## src/hdl/token_bucket_pacer_core_macros.svh

```systemverilog
// Assertion macros of the token bucket pacer RTL.
// Stand-alone header; included by token_bucket_pacer_core, which checks its own logic.
`ifndef TOKEN_BUCKET_PACER_CORE_MACROS_SVH
`define TOKEN_BUCKET_PACER_CORE_MACROS_SVH

// Same-cycle implication, disabled while reset is asserted.
`define TBP_ASSERT_IMP(name, ck, rn, ante, cons, msg) \
  name: assert property (@(posedge ck) disable iff (!rn) (ante) |-> (cons)) \
    else $error(msg);

// Next-cycle implication, disabled while reset is asserted.
`define TBP_ASSERT_NXT(name, ck, rn, ante, cons, msg) \
  name: assert property (@(posedge ck) disable iff (!rn) (ante) |=> (cons)) \
    else $error(msg);

`endif

```

## src/hdl/tbp_pkg.sv

```systemverilog
`timescale 1ns / 1ps
// Shared widths, constants and types of the token bucket pacer.
// No dependencies; imported by every module of the block.
package tbp_pkg;

  // Fixed-point and sizing constants.
  localparam int PACKET_BUFFER_BYTES = 2048;
  localparam int TOKEN_FRACTION_BITS = 16;
  localparam int RATE_FRACTION_BITS  = 32;

  // Field and state widths.
  localparam int BPS_W   = 37;
  localparam int NOW_W   = 64;
  localparam int BYTES_W = 16;
  localparam int WAIT_W  = 48;
  localparam int TOKEN_W = 48;
  localparam int RATE_W  = 36;
  localparam int BURST_W = 32;

  // Derived widths of the datapath.
  localparam int RATE_TOKEN_SHIFT = RATE_FRACTION_BITS - TOKEN_FRACTION_BITS;
  localparam int CONV_STEPS       = BPS_W + RATE_FRACTION_BITS;
  localparam int NEED_W           = BYTES_W + TOKEN_FRACTION_BITS;
  localparam int DIV_NUM_W        = NEED_W + RATE_TOKEN_SHIFT;
  localparam int PROD_W           = NOW_W + RATE_W;
  localparam int REFILL_W         = TOKEN_W + 1;
  localparam int SUM_W            = TOKEN_W + 2;

  // Rate conversion divisors: bits per second to bytes per ns, and to burst bytes.
  localparam int BPS_DIV_W = 34;
  localparam logic [BPS_DIV_W-1:0] BITS_PER_NS_DIV = 34'd8000000000;
  localparam int BURST_DIV_W = 8;
  localparam logic [BURST_DIV_W-1:0] BURST_DIVISOR = 8'd80;

  // Rates and limits.
  localparam logic [BPS_W-1:0] DEFAULT_BPS   = 37'd100000000;
  localparam logic [BPS_W-1:0] RESET_MIN_BPS = 37'd1000000;
  localparam logic [BPS_W-1:0] RESET_MAX_BPS = 37'd100000000000;
  localparam logic [BURST_W-1:0] BURST_FLOOR = BURST_W'(PACKET_BUFFER_BYTES * 10);

  // Configuration port.
  localparam int CFG_ADDR_W = 5;
  localparam int CFG_DATA_W = 64;

  typedef enum logic [1:0] {
    REG_PACING_ENABLED = 2'd0,
    REG_INITIAL_RATE   = 2'd1,
    REG_MIN_RATE       = 2'd2,
    REG_MAX_RATE       = 2'd3
  } cfg_reg_t;

  typedef enum logic {
    CMD_ACQUIRE = 1'b0,
    CMD_UPDATE  = 1'b1
  } cmd_t;

  // Status of a serial arithmetic unit.
  typedef struct packed {
    logic busy;
    logic done;
  } unit_stat_t;

endpackage

```

## src/hdl/token_bucket_pacer_core.sv

```systemverilog
`timescale 1ns / 1ps
// Token bucket send pacer: one request at a time; an acquire request returns the
// wait in ns, an update request changes the rate; results leave through an output
// register, so the next request is taken while a result still waits. A request
// with pacing disabled skips the arithmetic. A rate update runs the 69-step
// bit-serial rate conversion. An acquire runs the 36-step shift-add refill
// multiplier, and when it must wait at a nonzero rate, also the 48-step restoring
// divider for the wait time; the first acquire after reset also runs the rate
// conversion. Depends on tbp_pkg, tbp_rate_conv, tbp_refill_mul, tbp_wait_div and
// the assertion macro header.
`include "token_bucket_pacer_core_macros.svh"

module token_bucket_pacer_core (
  input  logic                            clk,
  input  logic                            rst_n,
  // Request channel.
  input  logic                            in_valid,
  output logic                            in_stall,
  input  logic                            in_command,
  input  logic [tbp_pkg::NOW_W-1:0]       in_now_ns,
  input  logic [tbp_pkg::BYTES_W-1:0]     in_packet_bytes,
  input  logic [tbp_pkg::BPS_W-1:0]       in_new_rate_bps,
  // Result channel.
  output logic                            out_valid,
  input  logic                            out_stall,
  output logic [tbp_pkg::WAIT_W-1:0]      out_wait_ns,
  // Configuration port.
  input  logic                            psel,
  input  logic                            penable,
  input  logic                            pwrite,
  input  logic [tbp_pkg::CFG_ADDR_W-1:0]  paddr,
  input  logic [tbp_pkg::CFG_DATA_W-1:0]  pwdata,
  output logic [tbp_pkg::CFG_DATA_W-1:0]  prdata,
  output logic                            pready
);
  import tbp_pkg::*;

  typedef enum logic [10:0] {
    S_IDLE  = 11'b000_0000_0001,
    S_CLAMP = 11'b000_0000_0010,
    S_RATE  = 11'b000_0000_0100,
    S_INIT  = 11'b000_0000_1000,
    S_MULGO = 11'b000_0001_0000,
    S_MUL   = 11'b000_0010_0000,
    S_SUM   = 11'b000_0100_0000,
    S_CAP   = 11'b000_1000_0000,
    S_CHECK = 11'b001_0000_0000,
    S_DIV   = 11'b010_0000_0000,
    S_DONE  = 11'b100_0000_0000
  } state_t;

  // Configuration registers.
  logic             enable_r, enable_nxt;
  logic [BPS_W-1:0] init_bps_r, init_bps_nxt;
  logic [BPS_W-1:0] min_bps_r, min_bps_nxt;
  logic [BPS_W-1:0] max_bps_r, max_bps_nxt;
  logic             cfg_wr;
  cfg_reg_t         cfg_sel;

  // Sequencer and request registers.
  state_t             state_r, state_nxt;
  cmd_t               cmd_r, cmd_nxt;
  logic [NOW_W-1:0]   now_r, now_nxt;
  logic [BYTES_W-1:0] bytes_r, bytes_nxt;
  logic [BPS_W-1:0]   nbps_r, nbps_nxt;

  // Pacer state.
  logic [RATE_W-1:0]   rate_r, rate_nxt;
  logic [BURST_W-1:0]  burst_r, burst_nxt;
  logic [TOKEN_W-1:0]  token_r, token_nxt;
  logic [NOW_W-1:0]    last_r, last_nxt;
  logic                initialised_r, initialised_nxt;

  // Working registers.
  logic [REFILL_W-1:0] refill_r, refill_nxt;
  logic [SUM_W-1:0]    sum_r, sum_nxt;
  logic [WAIT_W-1:0]   wait_r, wait_nxt;
  logic                out_valid_r, out_valid_nxt;
  logic [WAIT_W-1:0]   out_wait_r, out_wait_nxt;

  // Datapath around the serial units.
  logic                conv_start, mul_start, div_start;
  logic [BPS_W-1:0]    conv_bps, init_sel_bps, clamp_lo_bps, clamp_bps;
  logic [RATE_W-1:0]   conv_rate;
  logic [BURST_W-1:0]  conv_burst;
  logic [REFILL_W-1:0] mul_refill;
  logic [WAIT_W-1:0]   div_quo;
  logic [NOW_W-1:0]    elapsed;
  logic [BURST_W-1:0]  burst_floored;
  logic [SUM_W-1:0]    cap;
  logic [NEED_W-1:0]   need;
  logic [TOKEN_W:0]    token_left;
  logic [NEED_W-1:0]   deficit;
  logic                load_out;
  unit_stat_t          conv_stat, mul_stat, div_stat;

  // Configuration writes and reads.
  assign cfg_wr  = psel && penable && pwrite && pready;
  assign cfg_sel = cfg_reg_t'(paddr[CFG_ADDR_W-1:3]);
  assign pready  = 1'b1;

  always_comb begin
    enable_nxt   = enable_r;
    init_bps_nxt = init_bps_r;
    min_bps_nxt  = min_bps_r;
    max_bps_nxt  = max_bps_r;
    if (cfg_wr) begin
      unique case (cfg_sel)
        REG_PACING_ENABLED: enable_nxt   = pwdata[0];
        REG_INITIAL_RATE:   init_bps_nxt = pwdata[BPS_W-1:0];
        REG_MIN_RATE:       min_bps_nxt  = pwdata[BPS_W-1:0];
        REG_MAX_RATE:       max_bps_nxt  = pwdata[BPS_W-1:0];
      endcase
    end
  end

  always_comb begin
    unique case (cfg_sel)
      REG_PACING_ENABLED: prdata = CFG_DATA_W'(enable_r);
      REG_INITIAL_RATE:   prdata = CFG_DATA_W'(init_bps_r);
      REG_MIN_RATE:       prdata = CFG_DATA_W'(min_bps_r);
      REG_MAX_RATE:       prdata = CFG_DATA_W'(max_bps_r);
    endcase
  end

  // Operand selection for the serial units.
  always_comb begin
    init_sel_bps  = (init_bps_r == '0) ? DEFAULT_BPS : init_bps_r;
    // The min clamp goes first, so max wins when the two cross.
    clamp_lo_bps  = (nbps_r < min_bps_r) ? min_bps_r : nbps_r;
    clamp_bps     = (clamp_lo_bps > max_bps_r) ? max_bps_r : clamp_lo_bps;
    conv_bps      = (state_r == S_CLAMP) ? clamp_bps : init_sel_bps;
    elapsed       = now_r - last_r;
    burst_floored = (burst_r < BURST_FLOOR) ? BURST_FLOOR : burst_r;
    cap           = SUM_W'(burst_r) << TOKEN_FRACTION_BITS;
    need          = NEED_W'(bytes_r) << TOKEN_FRACTION_BITS;
    token_left    = {1'b0, token_r} - (TOKEN_W + 1)'(need);
    deficit       = need - token_r[NEED_W-1:0];
  end

  // Request sequencer.
  always_comb begin
    state_nxt       = state_r;
    cmd_nxt         = cmd_r;
    now_nxt         = now_r;
    bytes_nxt       = bytes_r;
    nbps_nxt        = nbps_r;
    rate_nxt        = rate_r;
    burst_nxt       = burst_r;
    token_nxt       = token_r;
    last_nxt        = last_r;
    initialised_nxt = initialised_r;
    refill_nxt      = refill_r;
    sum_nxt         = sum_r;
    wait_nxt        = wait_r;
    conv_start      = 1'b0;
    mul_start       = 1'b0;
    div_start       = 1'b0;
    load_out        = 1'b0;

    unique case (state_r)
      S_IDLE: begin
        if (in_valid) begin
          cmd_nxt   = cmd_t'(in_command);
          now_nxt   = in_now_ns;
          bytes_nxt = in_packet_bytes;
          nbps_nxt  = in_new_rate_bps;
          priority if (!enable_r) begin
            wait_nxt  = '0;
            state_nxt = S_DONE;
          end else if (cmd_t'(in_command) == CMD_UPDATE) begin
            state_nxt = S_CLAMP;
          end else if (!initialised_r) begin
            conv_start = 1'b1;
            state_nxt  = S_RATE;
          end else begin
            state_nxt = S_MULGO;
          end
        end
      end
      S_CLAMP: begin
        conv_start = 1'b1;
        state_nxt  = S_RATE;
      end
      S_RATE: begin
        if (conv_stat.done) begin
          rate_nxt  = conv_rate;
          burst_nxt = conv_burst;
          if (cmd_r == CMD_UPDATE) begin
            wait_nxt  = '0;
            state_nxt = S_DONE;
          end else begin
            state_nxt = S_INIT;
          end
        end
      end
      S_INIT: begin
        // First acquire: floor the burst, fill the bucket, start the clock.
        burst_nxt       = burst_floored;
        token_nxt       = TOKEN_W'(burst_floored) << TOKEN_FRACTION_BITS;
        last_nxt        = now_r;
        initialised_nxt = 1'b1;
        state_nxt       = S_MULGO;
      end
      S_MULGO: begin
        mul_start = 1'b1;
        state_nxt = S_MUL;
      end
      S_MUL: begin
        if (mul_stat.done) begin
          refill_nxt = mul_refill;
          state_nxt  = S_SUM;
        end
      end
      S_SUM: begin
        sum_nxt   = SUM_W'(token_r) + SUM_W'(refill_r);
        last_nxt  = now_r;
        state_nxt = S_CAP;
      end
      S_CAP: begin
        token_nxt = (sum_r > cap) ? cap[TOKEN_W-1:0] : sum_r[TOKEN_W-1:0];
        state_nxt = S_CHECK;
      end
      S_CHECK: begin
        // A borrow means the tokens fall short of the packet.
        if (!token_left[TOKEN_W]) begin
          token_nxt = token_left[TOKEN_W-1:0];
          wait_nxt  = '0;
          state_nxt = S_DONE;
        end else begin
          token_nxt = '0;
          if (rate_r == '0) begin
            wait_nxt  = '1;
            state_nxt = S_DONE;
          end else begin
            div_start = 1'b1;
            state_nxt = S_DIV;
          end
        end
      end
      S_DIV: begin
        if (div_stat.done) begin
          wait_nxt  = div_quo;
          state_nxt = S_DONE;
        end
      end
      S_DONE: begin
        if (!out_valid_r || !out_stall) begin
          load_out  = 1'b1;
          state_nxt = S_IDLE;
        end
      end
      default: state_nxt = S_IDLE;
    endcase
  end

  // Output register.
  always_comb begin
    out_valid_nxt = out_valid_r;
    out_wait_nxt  = out_wait_r;
    if (load_out) begin
      out_valid_nxt = 1'b1;
      out_wait_nxt  = wait_r;
    end else if (out_valid_r && !out_stall) begin
      out_valid_nxt = 1'b0;
    end
  end

  always_ff @(posedge clk) begin
    if (!rst_n) begin
      state_r       <= S_IDLE;
      initialised_r <= 1'b0;
      out_valid_r   <= 1'b0;
      enable_r      <= 1'b0;
      init_bps_r    <= DEFAULT_BPS;
      min_bps_r     <= RESET_MIN_BPS;
      max_bps_r     <= RESET_MAX_BPS;
      cmd_r         <= CMD_ACQUIRE;
    end else begin
      state_r       <= state_nxt;
      initialised_r <= initialised_nxt;
      out_valid_r   <= out_valid_nxt;
      enable_r      <= enable_nxt;
      init_bps_r    <= init_bps_nxt;
      min_bps_r     <= min_bps_nxt;
      max_bps_r     <= max_bps_nxt;
      cmd_r         <= cmd_nxt;
    end
  end

  always_ff @(posedge clk) begin
    now_r      <= now_nxt;
    bytes_r    <= bytes_nxt;
    nbps_r     <= nbps_nxt;
    rate_r     <= rate_nxt;
    burst_r    <= burst_nxt;
    token_r    <= token_nxt;
    last_r     <= last_nxt;
    refill_r   <= refill_nxt;
    sum_r      <= sum_nxt;
    wait_r     <= wait_nxt;
    out_wait_r <= out_wait_nxt;
  end

  assign in_stall    = (state_r != S_IDLE);
  assign out_valid   = out_valid_r;
  assign out_wait_ns = out_wait_r;

  // Serial arithmetic units.
  tbp_rate_conv u_rate_conv (
    .clk   (clk),
    .rst_n (rst_n),
    .start (conv_start),
    .bps   (conv_bps),
    .rate  (conv_rate),
    .burst (conv_burst),
    .stat  (conv_stat)
  );

  tbp_refill_mul u_refill_mul (
    .clk     (clk),
    .rst_n   (rst_n),
    .start   (mul_start),
    .elapsed (elapsed),
    .rate    (rate_r),
    .refill  (mul_refill),
    .stat    (mul_stat)
  );

  tbp_wait_div u_wait_div (
    .clk      (clk),
    .rst_n    (rst_n),
    .start    (div_start),
    .deficit  (deficit),
    .divisor  (rate_r),
    .quotient (div_quo),
    .stat     (div_stat)
  );

  // Checks on the sequencer and its units.
  `TBP_ASSERT_NXT(a_init_sticky, clk, rst_n, initialised_r, initialised_r,
                  "initialised cleared")
  `TBP_ASSERT_IMP(a_mul_done_state, clk, rst_n, mul_stat.done, state_r == S_MUL,
                  "stray mul done")
  `TBP_ASSERT_IMP(a_unit_done_state, clk, rst_n, conv_stat.done || div_stat.done,
                  (state_r == S_RATE) || (state_r == S_DIV), "stray unit done")
  `TBP_ASSERT_IMP(a_token_capped, clk, rst_n, state_r == S_CHECK,
                  SUM_W'(token_r) <= cap, "bucket above cap")
  `TBP_ASSERT_IMP(a_wait_acquire, clk, rst_n, load_out && (wait_r != '0),
                  enable_r && (cmd_r == CMD_ACQUIRE), "wait on non-acquire")

endmodule

```

## src/hdl/tbp_rate_conv.sv

```systemverilog
`timescale 1ns / 1ps
// Bit-serial conversion of a bits-per-second rate into bytes per ns and burst bytes.
// Depends on tbp_pkg.
module tbp_rate_conv (
  input  logic                        clk,
  input  logic                        rst_n,
  input  logic                        start,
  input  logic [tbp_pkg::BPS_W-1:0]   bps,
  output logic [tbp_pkg::RATE_W-1:0]  rate,
  output logic [tbp_pkg::BURST_W-1:0] burst,
  output tbp_pkg::unit_stat_t         stat
);
  import tbp_pkg::*;

  localparam int CNT_W = $clog2(CONV_STEPS + 1);

  logic [BPS_W-1:0]       num_r, num_nxt;
  logic [BPS_DIV_W-2:0]   rem_r, rem_nxt;
  logic [RATE_W-1:0]      q_r, q_nxt;
  logic                   ovf_r, ovf_nxt;
  logic [BURST_DIV_W-2:0] brem_r, brem_nxt;
  logic [BURST_W-1:0]     bq_r, bq_nxt;
  logic [CNT_W-1:0]       cnt_r, cnt_nxt;
  logic                   busy_r, busy_nxt;
  logic                   done_r, done_nxt;

  logic                   bit_in;
  logic [BPS_DIV_W-1:0]   r2, r2_diff;
  logic                   ge;
  logic [BURST_DIV_W-1:0] br2, br2_diff;
  logic                   bge;
  logic                   burst_phase;

  // One restoring step of each division; the burst division sees only the integer bits.
  always_comb begin
    bit_in      = num_r[BPS_W-1];
    r2          = {rem_r, bit_in};
    ge          = (r2 >= BITS_PER_NS_DIV);
    r2_diff     = r2 - BITS_PER_NS_DIV;
    br2         = {brem_r, bit_in};
    bge         = (br2 >= BURST_DIVISOR);
    br2_diff    = br2 - BURST_DIVISOR;
    burst_phase = (cnt_r > CNT_W'(RATE_FRACTION_BITS));

    num_nxt  = num_r;
    rem_nxt  = rem_r;
    q_nxt    = q_r;
    ovf_nxt  = ovf_r;
    brem_nxt = brem_r;
    bq_nxt   = bq_r;
    cnt_nxt  = cnt_r;
    busy_nxt = busy_r;
    done_nxt = 1'b0;

    if (start) begin
      num_nxt  = bps;
      rem_nxt  = '0;
      q_nxt    = '0;
      ovf_nxt  = 1'b0;
      brem_nxt = '0;
      bq_nxt   = '0;
      cnt_nxt  = CNT_W'(CONV_STEPS);
      busy_nxt = 1'b1;
    end else if (busy_r) begin
      num_nxt = {num_r[BPS_W-2:0], 1'b0};
      rem_nxt = ge ? r2_diff[BPS_DIV_W-2:0] : r2[BPS_DIV_W-2:0];
      q_nxt   = {q_r[RATE_W-2:0], ge};
      ovf_nxt = ovf_r | q_r[RATE_W-1];
      if (burst_phase) begin
        brem_nxt = bge ? br2_diff[BURST_DIV_W-2:0] : br2[BURST_DIV_W-2:0];
        bq_nxt   = {bq_r[BURST_W-2:0], bge};
      end
      cnt_nxt = cnt_r - CNT_W'(1);
      if (cnt_r == CNT_W'(1)) begin
        busy_nxt = 1'b0;
        done_nxt = 1'b1;
      end
    end
  end

  always_ff @(posedge clk) begin
    if (!rst_n) begin
      cnt_r  <= '0;
      busy_r <= 1'b0;
      done_r <= 1'b0;
    end else begin
      cnt_r  <= cnt_nxt;
      busy_r <= busy_nxt;
      done_r <= done_nxt;
    end
  end

  always_ff @(posedge clk) begin
    num_r  <= num_nxt;
    rem_r  <= rem_nxt;
    q_r    <= q_nxt;
    ovf_r  <= ovf_nxt;
    brem_r <= brem_nxt;
    bq_r   <= bq_nxt;
  end

  // The rate saturates once the quotient runs past its width.
  assign rate      = ovf_r ? '1 : q_r;
  assign burst     = bq_r;
  assign stat.busy = busy_r;
  assign stat.done = done_r;

endmodule

```

## src/hdl/tbp_refill_mul.sv

```systemverilog
`timescale 1ns / 1ps
// Bit-serial shift-add multiplier for the bucket refill (elapsed ns times rate).
// Depends on tbp_pkg.
module tbp_refill_mul (
  input  logic                         clk,
  input  logic                         rst_n,
  input  logic                         start,
  input  logic [tbp_pkg::NOW_W-1:0]    elapsed,
  input  logic [tbp_pkg::RATE_W-1:0]   rate,
  output logic [tbp_pkg::REFILL_W-1:0] refill,
  output tbp_pkg::unit_stat_t          stat
);
  import tbp_pkg::*;

  localparam int CNT_W = $clog2(RATE_W + 1);

  logic [NOW_W-1:0]  mcand_r, mcand_nxt;
  logic [NOW_W-1:0]  hi_r, hi_nxt;
  logic [RATE_W-1:0] lo_r, lo_nxt;
  logic [CNT_W-1:0]  cnt_r, cnt_nxt;
  logic              busy_r, busy_nxt;
  logic              done_r, done_nxt;

  logic [NOW_W:0]    psum;
  logic [PROD_W-1:0] product;
  logic              sat;

  // One multiplier bit per cycle, taken from the low end of the product register.
  always_comb begin
    psum = {1'b0, hi_r} + (lo_r[0] ? {1'b0, mcand_r} : '0);

    mcand_nxt = mcand_r;
    hi_nxt    = hi_r;
    lo_nxt    = lo_r;
    cnt_nxt   = cnt_r;
    busy_nxt  = busy_r;
    done_nxt  = 1'b0;

    if (start) begin
      mcand_nxt = elapsed;
      hi_nxt    = '0;
      lo_nxt    = rate;
      cnt_nxt   = CNT_W'(RATE_W);
      busy_nxt  = 1'b1;
    end else if (busy_r) begin
      hi_nxt  = psum[NOW_W:1];
      lo_nxt  = {psum[0], lo_r[RATE_W-1:1]};
      cnt_nxt = cnt_r - CNT_W'(1);
      if (cnt_r == CNT_W'(1)) begin
        busy_nxt = 1'b0;
        done_nxt = 1'b1;
      end
    end
  end

  always_ff @(posedge clk) begin
    if (!rst_n) begin
      cnt_r  <= '0;
      busy_r <= 1'b0;
      done_r <= 1'b0;
    end else begin
      cnt_r  <= cnt_nxt;
      busy_r <= busy_nxt;
      done_r <= done_nxt;
    end
  end

  always_ff @(posedge clk) begin
    mcand_r <= mcand_nxt;
    hi_r    <= hi_nxt;
    lo_r    <= lo_nxt;
  end

  // Rescale to the token format. Anything at or above one full token word is
  // reported as exactly that much, which is already beyond any bucket cap.
  assign product = {hi_r, lo_r};
  assign sat     = |product[PROD_W-1:RATE_TOKEN_SHIFT+TOKEN_W];
  assign refill  = sat ? {1'b1, {TOKEN_W{1'b0}}}
                       : {1'b0, product[RATE_TOKEN_SHIFT +: TOKEN_W]};

  assign stat.busy = busy_r;
  assign stat.done = done_r;

endmodule

```

## src/hdl/tbp_wait_div.sv

```systemverilog
`timescale 1ns / 1ps
// Bit-serial restoring divider that turns a token deficit into a wait time.
// Depends on tbp_pkg.
module tbp_wait_div (
  input  logic                       clk,
  input  logic                       rst_n,
  input  logic                       start,
  input  logic [tbp_pkg::NEED_W-1:0] deficit,
  input  logic [tbp_pkg::RATE_W-1:0] divisor,
  output logic [tbp_pkg::WAIT_W-1:0] quotient,
  output tbp_pkg::unit_stat_t        stat
);
  import tbp_pkg::*;

  localparam int CNT_W = $clog2(DIV_NUM_W + 1);

  logic [DIV_NUM_W-1:0] num_r, num_nxt;
  logic [RATE_W-1:0]    dvsr_r, dvsr_nxt;
  logic [RATE_W-1:0]    rem_r, rem_nxt;
  logic [WAIT_W-1:0]    q_r, q_nxt;
  logic                 ovf_r, ovf_nxt;
  logic [CNT_W-1:0]     cnt_r, cnt_nxt;
  logic                 busy_r, busy_nxt;
  logic                 done_r, done_nxt;

  logic [RATE_W:0]      r2, r2_diff;
  logic                 ge;

  // Numerator is the deficit moved from token to rate fraction bits.
  always_comb begin
    r2      = {rem_r, num_r[DIV_NUM_W-1]};
    ge      = (r2 >= {1'b0, dvsr_r});
    r2_diff = r2 - {1'b0, dvsr_r};

    num_nxt  = num_r;
    dvsr_nxt = dvsr_r;
    rem_nxt  = rem_r;
    q_nxt    = q_r;
    ovf_nxt  = ovf_r;
    cnt_nxt  = cnt_r;
    busy_nxt = busy_r;
    done_nxt = 1'b0;

    if (start) begin
      num_nxt  = DIV_NUM_W'(deficit) << RATE_TOKEN_SHIFT;
      dvsr_nxt = divisor;
      rem_nxt  = '0;
      q_nxt    = '0;
      ovf_nxt  = 1'b0;
      cnt_nxt  = CNT_W'(DIV_NUM_W);
      busy_nxt = 1'b1;
    end else if (busy_r) begin
      num_nxt = {num_r[DIV_NUM_W-2:0], 1'b0};
      rem_nxt = ge ? r2_diff[RATE_W-1:0] : r2[RATE_W-1:0];
      q_nxt   = {q_r[WAIT_W-2:0], ge};
      ovf_nxt = ovf_r | q_r[WAIT_W-1];
      cnt_nxt = cnt_r - CNT_W'(1);
      if (cnt_r == CNT_W'(1)) begin
        busy_nxt = 1'b0;
        done_nxt = 1'b1;
      end
    end
  end

  always_ff @(posedge clk) begin
    if (!rst_n) begin
      cnt_r  <= '0;
      busy_r <= 1'b0;
      done_r <= 1'b0;
    end else begin
      cnt_r  <= cnt_nxt;
      busy_r <= busy_nxt;
      done_r <= done_nxt;
    end
  end

  always_ff @(posedge clk) begin
    num_r  <= num_nxt;
    dvsr_r <= dvsr_nxt;
    rem_r  <= rem_nxt;
    q_r    <= q_nxt;
    ovf_r  <= ovf_nxt;
  end

  // The wait saturates at its field maximum.
  assign quotient  = ovf_r ? '1 : q_r;
  assign stat.busy = busy_r;
  assign stat.done = done_r;

endmodule
```

## config.mk

```make
export PLATFORM = sky130hd
export DESIGN_NAME = token_bucket_pacer_core
export DESIGN_NICKNAME = d
export VERILOG_FILES = /design/src/hdl/tbp_pkg.sv /design/src/hdl/token_bucket_pacer_core.sv /design/src/hdl/tbp_rate_conv.sv /design/src/hdl/tbp_refill_mul.sv /design/src/hdl/tbp_wait_div.sv
export VERILOG_INCLUDE_DIRS = /design/src /design/src/hdl
export SDC_FILE = /design/constraint.sdc
export NUM_CORES = 2
export LEC_CHECK = 0
export BUFFER_PORTS_ARGS = -buffer_cell sky130_fd_sc_hd__buf_4
export CORE_ASPECT_RATIO = 1.2
export CORE_UTILIZATION = 57
export CTS_CLUSTER_DIAMETER = 150
export CTS_CLUSTER_SIZE = 24
export DETAILED_ROUTE_END_ITERATION = 10
export PLACE_DENSITY = 0.75
export SLEW_MARGIN = 20
export SYNTH_ARGS = -nofsm -noshare
export SYNTH_HDL_FRONTEND = slang
export SYNTH_HIERARCHICAL = 1
export SYNTH_SLANG_ARGS = --single-unit
```

## constraint.sdc

```tcl
create_clock -name clk -period 20.1 [get_ports clk]
set_clock_uncertainty 0.15 [all_clocks]
set_input_delay 1.005 -clock clk [delete_from_list [all_inputs] [get_ports clk]]
set_output_delay 1.005 -clock clk [all_outputs]
set_load 0.01 [all_outputs]
```

==> run summary <==
The ratio of routed vias to standard cells came out at 5.877. The core region is 104600 sq um. Setup violations remaining at the end of the flow were counted as 0.

The worst-case vdd ir drop is 0.00008105 V. The maximum buffer depth of the clock tree is 3. The worst setup path category is register to register. The cell at the root of the clock tree is clkbuf_16. The number of cells on the worst reg-to-reg path is 20. For this run, the post-layout net count is 6664.

The Yosys step of the flow raised 6 warnings. The endpoint of the worst-slack reg-to-reg timing path is u_rate_conv/num_r[3]. In this run the worst hold path is classified as register to register.

The timing-limited maximum frequency came out at 0.1433 GHz. For this design the top-level I/O count stands at 309. After detailed routing, the number of remaining DRC violations is 0. The power density normalized to cell area came out at 66.26 nW/um^2. The mean instance size in the synthesized netlist came out at 9.914 sq um. The analysis attributes to net switching a power of 0.001082 W.

The slew at the pin closest to its max-slew limit is 1035 ps. After legalization and detailed placement, the total HPWL measured 99.72 mm. The number of search-and-repair iterations in the first detailed-routing pass is 5. The switching power as a share of total power is 0.2535. Compared with the post-synthesis result, the final layout area differs by 7.155%. The launch point of the worst path is nbps_r[2]. The total via count after detailed routing came out at 44310.

The clock sink count is 1106. The internal reg-to-reg setup slack came out at 13120 ps. The horizontal die dimension is 298.5 um.

Leaving out fill and tap cells, the most frequent cell in the layout is nand2_1. The total negative setup slack came out at 0 ps. The number of clock buffers added by TritonCTS is 52. The total overflow reported by the global router came out at 0.

The overall fraction of global-route tracks in use is 0.2517. The violation count after the first detailed-routing iteration is 3012. The worst slew slack as a fraction of its limit came out at 0.3055.

The aggregate routed wire length is 138.7 mm. The number of antenna violations at the first check in global routing is 4. Of all nets on the critical path, the largest fanout is 43. The worst endpoint data arrival time is 7260 ps. For this run, the share of the core covered by cells in the final layout is 0.6161. The chip height came out at 357.8 um. The post-CTS setup buffer count came out at 0. The placed instance count came out at 7440. The worst setup path is captured at a register. Of the cells placed in the final design, the portion with a size suffix greater than 1 is 0.1060. The worst register-to-register path begins at nbps_r[2]. The detail-routed net length per standard cell came out at 18.40 um. The floorplan has 130 rows. The combinational share of power came out at 0.119. The clock period minus worst slack came out at 6979 ps.

After filler insertion, the fill cell instance count of the layout stands at 8702. The final weighted congestion of routability-driven global placement came out at 0.9349. The maximum number of pins on one net before global-route repair came out at 148. The leakage dissipation came out at 26.09 nW. The count of cells in the finished layout, fillers not included, comes to 7540.

The required arrival time at the worst endpoint is 20380 ps. The clock transition at the registers of the reported paths came out at 100 ps. In the final layout, the multi-input gates occupy 28570 sq um. The number of maximum-capacitance constraint violations came out at 0. After clock tree synthesis, the repair step resized 0 gates. The library cells used most frequently in the layout, excluding fill and tap cells, are nand2_1 (744), edfxtp_1 (697), a21oi_1 (427), nor2_1 (408), dfxtp_1 (406). The first-pass GRT wire length is 220.4 mm. The number of hold buffers added after CTS was 0. The number of H-tree levels is 2. The count of input and output buffers is 250. The worst-skew pair later-pin latency came out at 680 ps. Power comes to 0.004270 W. The startpoint type of the worst setup path is a register.

The internal power came out at 0.003187 W. The cell count after synthesis came out at 6066. In this run the worst setup path terminates at u_rate_conv/num_r[3]. The initial core utilization is 0.5750.

Dividing the final minimum period by the clock period gives 0.3472. The number of global-route vias before repair was 42590. The run finished with clean final reports. The final hold violation count came out at 0. The sequential share of power is 0.595. The floorplan step defined a die boundary enclosing 106800 sq um. The placement-stage worst setup slack came out at 13160 ps. TritonCTS built the clock tree. The total standard cell area after synthesis came out at 60140 sq um. The final max-slew violation count came out at 0. The detail route stage leaves a number of antenna-violating nets equal to 0. After layout, the worst setup slack is 13120 ps.

Summing all flip-flop and latch instances after layout gives 29130 sq um. Setup repair after global routing left no endpoint under its margin. Of the total power, the clock network draws 0.287.
cell type report:
cell class	instances	area share
diodes	3	0.0001165
clock buffers	93	0.02258
clock inverters	4	0.001223
inverters	332	0.01940
multi-input cells	4323	0.4434
flip-flops and latches	1106	0.4520
well taps	1386	0.02691
repair buffers	293	0.03433
how the worst min path moves through the flow:
stage	cells after the start	start	end	slack, ps
after floorplan	0	wait_r[0]	out_wait_ns[0]	250
after global placement	0	wait_r[7]	out_wait_ns[7]	250
after detailed placement	0	wait_r[21]	out_wait_ns[21]	260
after CTS	0	wait_r[45]	out_wait_ns[45]	270
after global routing	0	wait_r[16]	out_wait_ns[16]	280
final	0	wait_r[32]	out_wait_ns[32]	280
power groups by stage:
stage / Combinational, W / Clock (W) / Sequential [W]
global placement: 0.000488 / 0 / 0.00259
CTS: 0.000502 / 0.00126 / 0.00254
floorplan: 0.000380 / 0 / 0.00257
global route: 0.000563 / 0.00132 / 0.00255
detailed placement: 0.000498 / 0 / 0.00259
finish: 0.000506 / 0.00122 / 0.00254
metal layers:
metal	GRT usage	vias up	part of all wire
met5	0	-	0
met4	0.09077	0	0.035
met3	0.02139	251	0.044
met2	0.4535	1139	0.50
met1	0.3152	21140	0.42
li1	-	21780	-
critical path, cell delays in order, from the launching register on:
cell and delay, ps:
edfxtp_1 410, ha_1 310, nand2_1 50, o21ai_0 270, a31oi_1 160, o21ai_0 350
a31oi_1 280, o31ai_4 680, buf_4 580, mux2_2 410, ha_1 290, and4_1 260
nand4_1 230, nor3_1 430, nand2_1 100, nor4_1 300, a21oi_1 130, nand2b_2 660
o21ai_0 210, a21o_1 190, mux2_2 250
state kept, by name, indices dropped and copies added (netlist names), 36 cells and up:
register and count:
last_r 64, now_r 64, u_refill_mul/hi_r 64, u_refill_mul/mcand_r 64, sum_r 50, refill_r 49
out_wait_ns 48, token_r 48, u_wait_div/q_r 48, wait_r 48, init_bps_r 37, max_bps_r 37
min_bps_r 37, nbps_r 37, u_rate_conv/num_r 37, rate_r 36, u_rate_conv/q_r 36, u_refill_mul/lo_r 36
u_wait_div/dvsr_r 36, u_wait_div/rem_r 36
stage by stage:
stage	cell area (sq um)	hold WS, ps
2_1_floorplan	60230	250.3
3_3_place_gp	62870	251.7
3_5_place_dp	62880	255.2
4_1_cts	64410	273.5
5_1_grt	64440	279.7
6_report	64440	275.0
Power figures use the tool's default switching activity.
